<file path="config.mk">
export PLATFORM = sky130hd
export DESIGN_NAME = pid_differential_steering_flat
export DESIGN_NICKNAME = d
export VERILOG_FILES = /design/src/hdl/pds_pkg.sv /design/src/hdl/pds_in_if.sv /design/src/hdl/pds_out_if.sv /design/src/hdl/pds_dp.sv /design/src/hdl/pds_ctrl.sv /design/src/hdl/pid_differential_steering.sv /design/src/flat_wrapper.sv
export SDC_FILE = /design/constraint.sdc
export NUM_CORES = 2
export LEC_CHECK = 0
export ABC_AREA = 1
export BUFFER_PORTS_ARGS = -buffer_cell sky130_fd_sc_hd__buf_2
export CAP_MARGIN = 20
export CORE_UTILIZATION = 45
export DETAILED_ROUTE_END_ITERATION = 6
export RECOVER_POWER = 25
export SKIP_LAST_GASP = 1
export SLEW_MARGIN = 0
export SYNTH_ARGS = -nofsm -noshare
export SYNTH_HDL_FRONTEND = slang
export SYNTH_HIERARCHICAL = 1
export SYNTH_SLANG_ARGS = --single-unit
</file>
<file path="constraint.sdc">
create_clock -name clk -period 9.2 [get_ports clk]
set_clock_uncertainty 0.1 [all_clocks]
set_input_delay 2.76 -clock clk [delete_from_list [all_inputs] [get_ports clk]]
set_output_delay 2.76 -clock clk [all_outputs]
set_load 0.005 [all_outputs]
</file>
<file path="src/hdl/pds_pkg.sv">
// ---------------------------------------------------------------------------
// pds_pkg: shared types and constants for PID differential steering
// Field widths, fixed-point format, register indexes, datapath commands and
// the rounding and saturation helpers used by the datapath.
// ---------------------------------------------------------------------------
`default_nettype none

package pds_pkg;

  localparam int GAIN_FRAC_BITS = 8;
  localparam int INTEG_W        = 32;
  localparam int ERR_W          = 9;
  localparam int DIFF_W         = ERR_W + 1;
  localparam int CFG_W          = 16;
  localparam int BASE_W         = 8;
  localparam int POWER_W        = 8;
  localparam int CFG_IDX_W      = 3;
  localparam int POWER_LIMIT    = 100;

  // shared multiplier: CFG_W x INTEG_W
  localparam int PROD_W  = CFG_W + INTEG_W;
  localparam int TRUNC_W = PROD_W - GAIN_FRAC_BITS;
  localparam int ACC_W   = TRUNC_W + 2;
  localparam int SUM_W   = TRUNC_W + 1;

  localparam logic signed [CFG_W-1:0]  RST_GAIN_P   = CFG_W'(256);
  localparam logic signed [CFG_W-1:0]  RST_GAIN_I   = CFG_W'(0);
  localparam logic signed [CFG_W-1:0]  RST_GAIN_D   = CFG_W'(0);
  localparam logic signed [CFG_W-1:0]  RST_UPPER    = CFG_W'(100);
  localparam logic signed [CFG_W-1:0]  RST_LOWER    = CFG_W'(-100);
  localparam logic signed [BASE_W-1:0] RST_BASE     = BASE_W'(50);
  localparam logic signed [CFG_W-1:0]  RST_LEFT_SC  = CFG_W'(-256);
  localparam logic signed [CFG_W-1:0]  RST_RIGHT_SC = CFG_W'(256);

  typedef enum logic [CFG_IDX_W-1:0] {
    REG_GAIN_P      = 3'd0,
    REG_GAIN_I      = 3'd1,
    REG_GAIN_D      = 3'd2,
    REG_UPPER       = 3'd3,
    REG_LOWER       = 3'd4,
    REG_BASE        = 3'd5,
    REG_LEFT_SCALE  = 3'd6,
    REG_RIGHT_SCALE = 3'd7
  } reg_idx_t;

  typedef enum logic [1:0] {
    MUL_P = 2'd0,
    MUL_I = 2'd1,
    MUL_D = 2'd2,
    MUL_S = 2'd3
  } mul_sel_t;

  typedef struct packed {
    logic     load;      // capture input, update integral and previous error
    logic     mul_en;    // register product of selected operands
    mul_sel_t mul_sel;
    logic     acc_clr;
    logic     acc_add;   // add truncated product into accumulator
    logic     clamp_en;  // clamp accumulator into control value
    logic     out_load;  // load powers into output register
  } pds_cmd_t;

  // product shifted down by the fraction bits, rounded toward zero
  function automatic logic signed [TRUNC_W-1:0] fix_trunc(
      input logic signed [PROD_W-1:0] p);
    logic [PROD_W-1:0] bias;
    logic [PROD_W-1:0] adj;
    bias = {{(PROD_W-GAIN_FRAC_BITS){1'b0}}, {GAIN_FRAC_BITS{p[PROD_W-1]}}};
    adj  = p + bias;
    return adj[PROD_W-1:GAIN_FRAC_BITS];
  endfunction

  function automatic logic signed [POWER_W-1:0] sat_power(
      input logic signed [SUM_W-1:0] v);
    logic signed [SUM_W-1:0] hi;
    logic signed [SUM_W-1:0] lo;
    hi = SUM_W'(POWER_LIMIT);
    lo = SUM_W'(-POWER_LIMIT);
    if (v > hi) begin
      return POWER_W'(POWER_LIMIT);
    end else if (v < lo) begin
      return POWER_W'(-POWER_LIMIT);
    end
    return v[POWER_W-1:0];
  endfunction

endpackage

`default_nettype wire

</file>
<file path="src/hdl/pds_in_if.sv">
// ---------------------------------------------------------------------------
// pds_in_if: input channel
// Brightness error and traced edge side with valid/ready handshake.
// ---------------------------------------------------------------------------
`default_nettype none

interface pds_in_if;
  logic                                valid;
  logic                                ready;
  logic signed [pds_pkg::ERR_W-1:0]    brightness_error;
  logic                                edge_side;

  modport source (output valid, output brightness_error, output edge_side,
                  input ready);
  modport sink   (input valid, input brightness_error, input edge_side,
                  output ready);
endinterface

`default_nettype wire

</file>
<file path="src/hdl/pds_out_if.sv">
// ---------------------------------------------------------------------------
// pds_out_if: result channel
// Left and right motor powers with valid/ready handshake.
// ---------------------------------------------------------------------------
`default_nettype none

interface pds_out_if;
  logic                                valid;
  logic                                ready;
  logic signed [pds_pkg::POWER_W-1:0]  left_power;
  logic signed [pds_pkg::POWER_W-1:0]  right_power;

  modport source (output valid, output left_power, output right_power,
                  input ready);
  modport sink   (input valid, input left_power, input right_power,
                  output ready);
endinterface

`default_nettype wire

</file>
<file path="src/hdl/pds_dp.sv">
// ---------------------------------------------------------------------------
// pds_dp: PID steering datapath
// Config registers, error state, trapezoid integral, shared multiplier,
// accumulator, control clamp and output power register.
// ---------------------------------------------------------------------------
`default_nettype none

module pds_dp (
  input  wire                                       clk,
  input  wire                                       rst_n,
  input  wire                                       cfg_we,
  input  wire [pds_pkg::CFG_IDX_W-1:0]              cfg_idx,
  input  wire [pds_pkg::CFG_W-1:0]                  cfg_data,
  input  wire signed [pds_pkg::ERR_W-1:0]           in_err,
  input  wire                                       in_side,
  input  pds_pkg::pds_cmd_t                         cmd,
  output logic signed [pds_pkg::POWER_W-1:0]        left_power,
  output logic signed [pds_pkg::POWER_W-1:0]        right_power
);

  localparam int EW = pds_pkg::ERR_W;
  localparam int DW = pds_pkg::DIFF_W;
  localparam int IW = pds_pkg::INTEG_W;
  localparam int CW = pds_pkg::CFG_W;
  localparam int BW = pds_pkg::BASE_W;
  localparam int PW = pds_pkg::PROD_W;
  localparam int TW = pds_pkg::TRUNC_W;
  localparam int AW = pds_pkg::ACC_W;
  localparam int SW = pds_pkg::SUM_W;

  // configuration
  logic signed [CW-1:0] gain_p_r, gain_i_r, gain_d_r, upper_r, lower_r;
  logic signed [CW-1:0] left_sc_r, right_sc_r;
  logic signed [BW-1:0] base_r;

  always_ff @(posedge clk) begin
    if (!rst_n) begin
      gain_p_r   <= pds_pkg::RST_GAIN_P;
      gain_i_r   <= pds_pkg::RST_GAIN_I;
      gain_d_r   <= pds_pkg::RST_GAIN_D;
      upper_r    <= pds_pkg::RST_UPPER;
      lower_r    <= pds_pkg::RST_LOWER;
      base_r     <= pds_pkg::RST_BASE;
      left_sc_r  <= pds_pkg::RST_LEFT_SC;
      right_sc_r <= pds_pkg::RST_RIGHT_SC;
    end else if (cfg_we) begin
      case (pds_pkg::reg_idx_t'(cfg_idx))
        pds_pkg::REG_GAIN_P:      gain_p_r   <= cfg_data;
        pds_pkg::REG_GAIN_I:      gain_i_r   <= cfg_data;
        pds_pkg::REG_GAIN_D:      gain_d_r   <= cfg_data;
        pds_pkg::REG_UPPER:       upper_r    <= cfg_data;
        pds_pkg::REG_LOWER:       lower_r    <= cfg_data;
        pds_pkg::REG_BASE:        base_r     <= cfg_data[BW-1:0];
        pds_pkg::REG_LEFT_SCALE:  left_sc_r  <= cfg_data;
        pds_pkg::REG_RIGHT_SCALE: right_sc_r <= cfg_data;
        default: ;
      endcase
    end
  end

  // error state and integral
  logic signed [EW-1:0] prev_r, e_r;
  logic signed [DW-1:0] diff_r;
  logic signed [IW-1:0] integ_r;
  logic                 side_r;

  logic signed [DW-1:0] pair_sum, pair_adj, diff_nxt;
  logic signed [EW-1:0] half;
  logic signed [IW:0]   integ_sum;
  logic signed [IW-1:0] integ_nxt;

  always_comb begin
    pair_sum = {in_err[EW-1], in_err} + {prev_r[EW-1], prev_r};
    // halve toward zero: bias negative sums by one before the shift
    pair_adj = pair_sum + {{(DW-1){1'b0}}, pair_sum[DW-1]};
    half     = EW'(pair_adj >>> 1);
    diff_nxt = {in_err[EW-1], in_err} - {prev_r[EW-1], prev_r};
    integ_sum = {integ_r[IW-1], integ_r} + {{(IW+1-EW){half[EW-1]}}, half};
    if (integ_sum[IW] != integ_sum[IW-1]) begin
      integ_nxt = integ_sum[IW] ? {1'b1, {(IW-1){1'b0}}} : {1'b0, {(IW-1){1'b1}}};
    end else begin
      integ_nxt = integ_sum[IW-1:0];
    end
  end

  always_ff @(posedge clk) begin
    if (!rst_n) begin
      prev_r  <= '0;
      integ_r <= '0;
    end else if (cmd.load) begin
      prev_r  <= in_err;
      integ_r <= integ_nxt;
    end
  end

  always_ff @(posedge clk) begin
    if (cmd.load) begin
      e_r    <= in_err;
      diff_r <= diff_nxt;
      side_r <= in_side;
    end
  end

  // shared multiplier
  logic signed [CW-1:0] mul_a;
  logic signed [IW-1:0] mul_b;
  logic signed [PW-1:0] prod_nxt, prod_r;
  logic signed [CW-1:0] u_r;

  always_comb begin
    case (cmd.mul_sel)
      pds_pkg::MUL_P: begin
        mul_a = gain_p_r;
        mul_b = {{(IW-EW){e_r[EW-1]}}, e_r};
      end
      pds_pkg::MUL_I: begin
        mul_a = gain_i_r;
        mul_b = integ_r;
      end
      pds_pkg::MUL_D: begin
        mul_a = gain_d_r;
        mul_b = {{(IW-DW){diff_r[DW-1]}}, diff_r};
      end
      pds_pkg::MUL_S: begin
        mul_a = side_r ? right_sc_r : left_sc_r;
        mul_b = {{(IW-CW){u_r[CW-1]}}, u_r};
      end
      default: begin
        mul_a = '0;
        mul_b = '0;
      end
    endcase
    prod_nxt = mul_a * mul_b;
  end

  always_ff @(posedge clk) begin
    if (cmd.mul_en) begin
      prod_r <= prod_nxt;
    end
  end

  // accumulate P + I + D, then clamp
  logic signed [TW-1:0] prod_t;
  logic signed [AW-1:0] acc_r, upper_x, lower_x;

  always_comb begin
    prod_t  = pds_pkg::fix_trunc(prod_r);
    upper_x = {{(AW-CW){upper_r[CW-1]}}, upper_r};
    lower_x = {{(AW-CW){lower_r[CW-1]}}, lower_r};
  end

  always_ff @(posedge clk) begin
    if (cmd.acc_clr) begin
      acc_r <= '0;
    end else if (cmd.acc_add) begin
      acc_r <= acc_r + {{(AW-TW){prod_t[TW-1]}}, prod_t};
    end
  end

  // upper test first, so crossed limits favor upper above it
  always_ff @(posedge clk) begin
    if (cmd.clamp_en) begin
      if (acc_r > upper_x) begin
        u_r <= upper_r;
      end else if (acc_r < lower_x) begin
        u_r <= lower_r;
      end else begin
        u_r <= acc_r[CW-1:0];
      end
    end
  end

  // powers
  logic signed [SW-1:0] base_x, s_x;

  always_comb begin
    base_x = {{(SW-BW){base_r[BW-1]}}, base_r};
    s_x    = {prod_t[TW-1], prod_t};
  end

  always_ff @(posedge clk) begin
    if (cmd.out_load) begin
      left_power  <= pds_pkg::sat_power(base_x + s_x);
      right_power <= pds_pkg::sat_power(base_x - s_x);
    end
  end

endmodule

`default_nettype wire

</file>
<file path="src/hdl/pds_ctrl.sv">
// ---------------------------------------------------------------------------
// pds_ctrl: PID steering sequencer
// One-hot state machine stepping the datapath through one tick and owning
// the input ready and output valid flags.
// ---------------------------------------------------------------------------
`default_nettype none

module pds_ctrl (
  input  wire                 clk,
  input  wire                 rst_n,
  input  wire                 in_valid,
  output logic                in_ready,
  input  wire                 out_ready,
  output logic                out_valid,
  output pds_pkg::pds_cmd_t   cmd
);

  typedef enum logic [7:0] {
    ST_IDLE  = 8'b0000_0001,
    ST_MP    = 8'b0000_0010,
    ST_MI    = 8'b0000_0100,
    ST_MD    = 8'b0000_1000,
    ST_ACC   = 8'b0001_0000,
    ST_CLAMP = 8'b0010_0000,
    ST_MS    = 8'b0100_0000,
    ST_FINAL = 8'b1000_0000
  } state_t;

  state_t state_r, state_nxt;
  logic   out_valid_r, out_valid_nxt;
  logic   in_xfer;

  assign in_ready  = (state_r == ST_IDLE);
  assign in_xfer   = in_valid && in_ready;
  assign out_valid = out_valid_r;

  always_comb begin
    state_nxt = state_r;
    cmd       = '0;
    case (state_r)
      ST_IDLE: begin
        if (in_xfer) begin
          cmd.load  = 1'b1;
          state_nxt = ST_MP;
        end
      end
      ST_MP: begin
        cmd.mul_en  = 1'b1;
        cmd.mul_sel = pds_pkg::MUL_P;
        cmd.acc_clr = 1'b1;
        state_nxt   = ST_MI;
      end
      ST_MI: begin
        cmd.mul_en  = 1'b1;
        cmd.mul_sel = pds_pkg::MUL_I;
        cmd.acc_add = 1'b1;
        state_nxt   = ST_MD;
      end
      ST_MD: begin
        cmd.mul_en  = 1'b1;
        cmd.mul_sel = pds_pkg::MUL_D;
        cmd.acc_add = 1'b1;
        state_nxt   = ST_ACC;
      end
      ST_ACC: begin
        cmd.acc_add = 1'b1;
        state_nxt   = ST_CLAMP;
      end
      ST_CLAMP: begin
        cmd.clamp_en = 1'b1;
        state_nxt    = ST_MS;
      end
      ST_MS: begin
        cmd.mul_en  = 1'b1;
        cmd.mul_sel = pds_pkg::MUL_S;
        state_nxt   = ST_FINAL;
      end
      ST_FINAL: begin
        // hold until the output register is free
        if (!out_valid_r || out_ready) begin
          cmd.out_load = 1'b1;
          state_nxt    = ST_IDLE;
        end
      end
      default: state_nxt = ST_IDLE;
    endcase
  end

  always_comb begin
    if (cmd.out_load) begin
      out_valid_nxt = 1'b1;
    end else if (out_ready) begin
      out_valid_nxt = 1'b0;
    end else begin
      out_valid_nxt = out_valid_r;
    end
  end

  always_ff @(posedge clk) begin
    if (!rst_n) begin
      state_r     <= ST_IDLE;
      out_valid_r <= 1'b0;
    end else begin
      state_r     <= state_nxt;
      out_valid_r <= out_valid_nxt;
    end
  end

  a_busy_after_xfer: assert property (@(posedge clk) disable iff (!rst_n)
    in_xfer |=> !in_ready)
    else $error("input taken while a tick is in progress");

  a_no_overwrite: assert property (@(posedge clk) disable iff (!rst_n)
    cmd.out_load |-> (!out_valid_r || out_ready))
    else $error("output register overwritten before transfer");

  a_load_spacing: assert property (@(posedge clk) disable iff (!rst_n)
    cmd.load |=> !cmd.load && !cmd.out_load)
    else $error("tick sequence skipped");

  a_result_follows: assert property (@(posedge clk) disable iff (!rst_n)
    cmd.out_load |-> $past(state_r == ST_MS) || $past(state_r == ST_FINAL))
    else $error("output loaded outside final step");

endmodule

`default_nettype wire

</file>
<file path="src/hdl/pid_differential_steering.sv">
// ---------------------------------------------------------------------------
// pid_differential_steering: PID line steering for a differential drive
// Trapezoid-integral PID on a brightness error, clamped, scaled by the
// traced edge gain and split into saturated left/right motor powers.
// ---------------------------------------------------------------------------
//  channel   dir  handshake        payload
//  in_chan   in   valid/ready      brightness_error[8:0] s, edge_side
//  out_chan  out  valid/ready      left_power[7:0] s, right_power[7:0] s
//  cfg_*     in   cfg_we strobe    cfg_idx[2:0], cfg_data[15:0]
//
//  A tick runs from transfer back to ready through four products on one
//  shared 16x32 multiplier, plus clamp and output steps.
//  A finished result sits in the output register; the next tick is taken
//  while it waits, and completes once the register is free.
//  Synchronous active-low reset restores register defaults and clears the
//  integral and previous error.
// ---------------------------------------------------------------------------
`default_nettype none

module pid_differential_steering (
  input  wire                              clk,
  input  wire                              rst_n,
  pds_in_if.sink                           in_chan,
  pds_out_if.source                        out_chan,
  input  wire                              cfg_we,
  input  wire [pds_pkg::CFG_IDX_W-1:0]     cfg_idx,
  input  wire [pds_pkg::CFG_W-1:0]         cfg_data
);

  pds_pkg::pds_cmd_t cmd;
  logic              in_ready;
  logic              out_valid;

  assign in_chan.ready  = in_ready;
  assign out_chan.valid = out_valid;

  pds_ctrl u_ctrl (
    .clk       (clk),
    .rst_n     (rst_n),
    .in_valid  (in_chan.valid),
    .in_ready  (in_ready),
    .out_ready (out_chan.ready),
    .out_valid (out_valid),
    .cmd       (cmd)
  );

  pds_dp u_dp (
    .clk         (clk),
    .rst_n       (rst_n),
    .cfg_we      (cfg_we),
    .cfg_idx     (cfg_idx),
    .cfg_data    (cfg_data),
    .in_err      (in_chan.brightness_error),
    .in_side     (in_chan.edge_side),
    .cmd         (cmd),
    .left_power  (out_chan.left_power),
    .right_power (out_chan.right_power)
  );

endmodule

`default_nettype wire

</file>
<file path="src/flat_wrapper.sv">
// flat-port wrapper written by rule: the top's interface ports become plain ports
module pid_differential_steering_flat 
  (clk, rst_n, cfg_we, cfg_idx, cfg_data, in_chan_valid, in_chan_brightness_error, in_chan_edge_side, in_chan_ready, out_chan_valid, out_chan_left_power, out_chan_right_power, out_chan_ready);
  pds_in_if in_chan_i ();
  pds_out_if out_chan_i ();
  input  wire clk;
  input  wire rst_n;
  input  wire cfg_we;
  input  wire [pds_pkg::CFG_IDX_W-1:0] cfg_idx;
  input  wire [pds_pkg::CFG_W-1:0] cfg_data;
  input wire logic [$bits(in_chan_i.valid)-1:0] in_chan_valid;
  input wire logic [$bits(in_chan_i.brightness_error)-1:0] in_chan_brightness_error;
  input wire logic [$bits(in_chan_i.edge_side)-1:0] in_chan_edge_side;
  output wire logic [$bits(in_chan_i.ready)-1:0] in_chan_ready;
  output wire logic [$bits(out_chan_i.valid)-1:0] out_chan_valid;
  output wire logic [$bits(out_chan_i.left_power)-1:0] out_chan_left_power;
  output wire logic [$bits(out_chan_i.right_power)-1:0] out_chan_right_power;
  input wire logic [$bits(out_chan_i.ready)-1:0] out_chan_ready;
  assign in_chan_i.valid = in_chan_valid;
  assign in_chan_i.brightness_error = in_chan_brightness_error;
  assign in_chan_i.edge_side = in_chan_edge_side;
  assign in_chan_ready = in_chan_i.ready;
  assign out_chan_valid = out_chan_i.valid;
  assign out_chan_left_power = out_chan_i.left_power;
  assign out_chan_right_power = out_chan_i.right_power;
  assign out_chan_i.ready = out_chan_ready;
  pid_differential_steering u_core (.clk(clk), .rst_n(rst_n), .in_chan(in_chan_i), .out_chan(out_chan_i), .cfg_we(cfg_we), .cfg_idx(cfg_idx), .cfg_data(cfg_data));
endmodule
</file>
### After elaboration in Yosys (flattened, before gate mapping)

Index checks and enable logic that the tools add are counted.

* add/sub/neg operators: 8
* multiply operators: 1
* magnitude comparators: 6
* equality and inequality tests: 21
* multiplexer cells: 32
* reductions and logical operators: 16

Operators by type and width (number)
* 32-bit one-hot mux with 4 select lines: 1
* 41-bit by 8-bit greater-than comparator with 1-bit output, second input constant: 2
* 41-bit by 8-bit less-than comparator with 1-bit output, second input constant: 2
* 32-bit two-way mux: 2
* 8-bit two-way mux: 8
* 16-bit one-hot mux with 4 select lines: 1
* 8-bit one-hot mux with 8 select lines: 1
* 48-bit by 8-bit adder with 48-bit output: 1
* 16-bit by 32-bit multiplier with 48-bit output: 1
* 16-bit two-way mux: 3
* 42-bit adder: 1
* 42-bit by 16-bit greater-than comparator with 1-bit output: 1
* 42-bit by 16-bit less-than comparator with 1-bit output: 1
* 8-bit by 40-bit adder with 41-bit output: 1
* 8-bit by 40-bit subtractor with 41-bit output: 1
* 32-bit by 9-bit adder with 33-bit output: 1
* 2-bit AND reduction: 9
* 1-bit two-way mux: 15
* 3-bit equality test, second input constant: 4
* 3-bit one-hot mux with 4 select lines: 1
* 10-bit by 1-bit adder with 10-bit output: 1
* 9-bit by 9-bit adder with 10-bit output: 1
* 9-bit by 9-bit subtractor with 10-bit output: 1
* 8-bit by 1-bit equality test with 1-bit output, second input constant: 1
* 21 further kinds: 23

* register bits after elaboration: 312
* output and inout port bits: 18

### Depth between registers and ports, before layout

* depth after elaboration: 7
* depth in mapped cells: 41
* depth with buffers taken out: 38

### Modules after synthesis

Netlist, hierarchy kept.

Modules (own cells, without submodules)
* pds_dp: instances 1, cells each 6607, area each 45940.3 µm², seq. area each 7066.8 µm²
* pds_ctrl: instances 1, cells each 89, area each 550.5 µm², seq. area each 180.2 µm²

### Least setup slack after synthesis

No wires, ideal clock.

* path type: register to register
* from: register u_core.u_ctrl.state_r[1]
* to: register u_core.u_dp.prod_r[40] (data pin)
* setup time: 0.259 ns
* data arrival time: 7.049 ns
* slack: 1.792 ns
* cell stages (with the launch flop): 35
* cells stage by stage: dfxtp_1 inv_2 nand2_1 nor2_1 nand2_2 nand2_1 nor2_2 inv_1 clkbuf_1 buf_2 o21ai_1 clkbuf_1 nor2_1 fa_1 inv_1 fa_1 fa_1 inv_1 fa_1 fa_1 inv_1 fa_1 inv_1 ha_1 nand2_1 nor2_1 inv_1 nor4_1 a21oi_1 o21ai_0 nand2_1 nand2_1 nand2_1 nand2_1 xor2_1

RTL lines
* from (decl): RTL line pds_ctrl.sv:29 `state_t state_r, state_nxt;`
* from (signal assigned): RTL line pds_ctrl.sv:104 `state_r <= state_nxt;`
* to (signal assigned): RTL line pds_dp.sv:138 `prod_r <= prod_nxt;`
* to (decl): RTL line pds_dp.sv:107 `logic signed [PW-1:0] prod_nxt, prod_r;`

==> summary.txt <==
Effective utilization at floorplan - 45.56%
Outcome - finished, violations left
GRT met2 Usage - 49.14%
EDFF count, synth - 100
Setup violators final - 0
Gr ovfl total - 0
VDD IR max - 0.1373 mV
XOR/XNOR share of the synthesized area - 2.845%
Pwr per Cell Area - 180.5 mW/mm^2
CTS Hold Buffers Added - 0
Mux contribution to synthesized area - 0%
Post-CTS sizing - 0
Largest family of logic cells by synthesized area - adder cells
Post-synthesis register bit count - 312
Root Buffer - clkbuf_16
Post-Synthesis Cell Area - 0.04649 mm^2
Worst-path clk slew - 60 ps
H-tree levels - 2
Crit path time final - 8699 ps
Router iterations before antenna repair - 5
Die area - 0.1046 mm^2
DR vias/cell - 5.305
First-pass GRT wire length - 241.3 mm
Wire per inst - 19.16 um
Final period util - 94.55%
Slew margin rel. - -160.1%
Simple-Gate Fraction of Synth Area - 26.13%
Grt peak-use layer - met2
Gr usage total - 30.07%
Fin. Hold Viols - 0
Async SR Flop Fraction - 0%
Pins over their slew limit - 203
Initial antenna violation count - 1
Worst skew pair latency - 600 ps
Synth Instances - 6,696
Largest net degree at the start of global routing - 98
Max Root-Sink Buffers - 3
Most frequent cells in the layout - nand2_1 (1,474), inv_1 (1,279), nor2_1 (865), fa_1 (492), ha_1 (376)
DRT iter0 DRCs - 3,598
Failing checks - capacitance limit, slew limit
Yosys warns - 6
Vias - 42,850
Synth Area in Adders - 31.31%
TritonCTS clock tree - built
Ratio of cells with drive above 1 in the final layout - 5.917%
Max FO, Critical Path - 13
Num Clock Sinks - 312
Most common cell after layout, fill and taps aside - nand2_1
Critical path arrival - 8920 ps
Largest stage delay on the critical path - 630 ps
Tot Pwr - 8.924 mW
Setup TNS - 0 ps
Pleak - 25.36 nW
Kind of critical path - reg -> reg
CTS Buf Count - 39
Vias in the first global route - 42,480
Post-DP HPWL - 128.6 mm
Nets@finish - 7,581
Mapped Nets - 7,598
Critical Path End Type - flip-flop
GR Layer Usage met1 - 40.23%
Worst min path class - reg -> reg
FILL cells - 10,670
Crit-path slowest cell - nor2_1
CP required - 9420 ps
Sequential element share of the synthesized area - 15.59%
Wirelength, routed - 154.8 mm
Core Region - 0.1020 mm^2
RSZ-0062 raised after global routing - false
PortBufs - 51
Synth Area in Compound Gates - 11.43%
Avg Inst Size Synth - 6.943 um^2
CP most frequent cell - inv_1
Number of diodes - 0
Post-route ant nets - 0
Post-synth cell types - 67
Fmax - 115.0 MHz
Ys flop type - dfxtp_1
Maxcap violations - 3
Setup bufs post-CTS - 0
Placer Congestion - 0.9910
DRC - 0
Grt met3 use - 3.556%
I/O pins - 52
DIE HEIGHT - 323.4 um
Slew @ Worst Pin - 3901 ps
Area Growth Syn to Fin - 6.365%
Rows - 117
CP Launch Type - flip-flop
Die W - 323.4 um
==> critical path: cells and delay by family (launching register included) <==
kind	cells	cell delay [ps]
flops	1	370
buf+inv	10	1320
simple gates	11	2760
xor+xnor	1	150
compound gates	2	170
fa+ha+maj	7	3500
==> through the flow <==
step                      area (um^2)  instances  util, %  setup slack, ps  hold slack, ps
final                           49450       8077    48.46            501.4           356.8
after global routing            49450       8077    48.46            86.41           378.8
after CTS                       49440       8075    48.46            642.3           355.1
after detailed placement        48180       8004    47.22            660.7           339.6
after global placement          48180       8004    47.22            728.9           341.0
after floorplan                 46490       6696        -             1792           323.6
==> flip-flops by register name (all words and copies together), names as in the netlist <==
| name | cells |
|---|---|
| u_core/u_dp/right_sc_r | 16 |
| u_core/u_dp/prev_r | 9 |
| u_core/u_dp/right_power | 8 |
| u_core/u_dp/base_r | 8 |
| u_core/u_dp/left_power | 8 |
| u_core/u_dp/gain_p_r | 16 |
| u_core/u_dp/prod_r | 48 |
| u_core/u_dp/gain_i_r | 16 |
| u_core/u_dp/side_r | 1 |
| u_core/u_ctrl/state_r | 8 |
| u_core/u_dp/u_r | 16 |
| u_core/u_dp/acc_r | 42 |
| u_core/u_ctrl/out_valid | 1 |
| u_core/u_dp/upper_r | 16 |
| u_core/u_dp/diff_r | 10 |
| u_core/u_dp/gain_d_r | 16 |
| u_core/u_dp/e_r | 9 |
| u_core/u_dp/lower_r | 16 |
| u_core/u_dp/left_sc_r | 16 |
| u_core/u_dp/integ_r | 32 |
==> layer usage <==
layer	vias up	wire (um)
li1	20820	-
met1	20270	67860
met2	1471	69670
met3	285	10160
met4	0	7072
met5	-	0
==> final cells by class <==
cell class | count | area (um^2) | area share [%]
clock buffers | 49 | 1045 | 2.113
well taps | 1368 | 1712 | 3.461
flip-flops and latches | 312 | 7248 | 14.66
clock inverters | 22 | 220.2 | 0.4453
repair buffers | 135 | 882.1 | 1.784
multi-input cells | 4865 | 33360 | 67.46
inverters | 1326 | 4982 | 10.08
==> cell usage after synthesis (30+ instances only) <==
| library cell | number | area share (%) |
|---|---|---|
| inv_1 | 1279 | 10 |
| o211ai_1 | 37 | 0.60 |
| inv_2 | 36 | 0.29 |
| ha_1 | 376 | 10 |
| xor2_1 | 111 | 2.1 |
| xnor2_1 | 40 | 0.75 |
| nand2_2 | 49 | 0.66 |
| nand2_1 | 1474 | 12 |
| nor2_1 | 865 | 7.0 |
| fa_1 | 492 | 21 |
| o21a_1 | 30 | 0.48 |
| dfxtp_1 | 212 | 9.1 |
| nand3_1 | 284 | 3.1 |
| a21oi_1 | 343 | 3.7 |
| nor2_2 | 39 | 0.52 |
| edfxtp_1 | 100 | 6.5 |
| nand4_1 | 75 | 1.0 |
| o21ai_0 | 301 | 3.2 |
| nor3_1 | 55 | 0.59 |
| a31oi_1 | 49 | 0.66 |
| clkbuf_1 | 133 | 1.1 |
==> kinds of logic (layout without fill, tap and decap cells) <==
logic type,after synthesis,in the layout
flip-flops,312,312
buffers and inverters,1519,1532
AO/OA/AOI/OAI,926,926
AND/OR/NAND/NOR,2920,2920
adder cells (fa/ha/maj),868,868
XOR/XNOR,151,151
==> worst paths after layout <==
check                           depth (start not counted)  slack (ps)                      start                   endpoint
worst min-delay path                                    2         360  u_core/u_dp/left_sc_r[15]  u_core/u_dp/left_sc_r[15]
worst min register to register                          2         360  u_core/u_dp/left_sc_r[15]  u_core/u_dp/left_sc_r[15]
worst max register to register                         31         500   u_core/u_ctrl/state_r[1]     u_core/u_dp/prod_r[44]
worst max-delay path                                   31         500   u_core/u_ctrl/state_r[1]     u_core/u_dp/prod_r[44]
==> where the power goes <==
part | leakage (nW) | internal (mW) | switching (mW) | total [mW]
Sequential | 2.65 | 1.72 | 0.194 | 1.92
Clock | 0.600 | 0.850 | 0.677 | 1.53
Combinational | 22.1 | 1.87 | 3.61 | 5.48
Power figures use the tool's default switching activity.
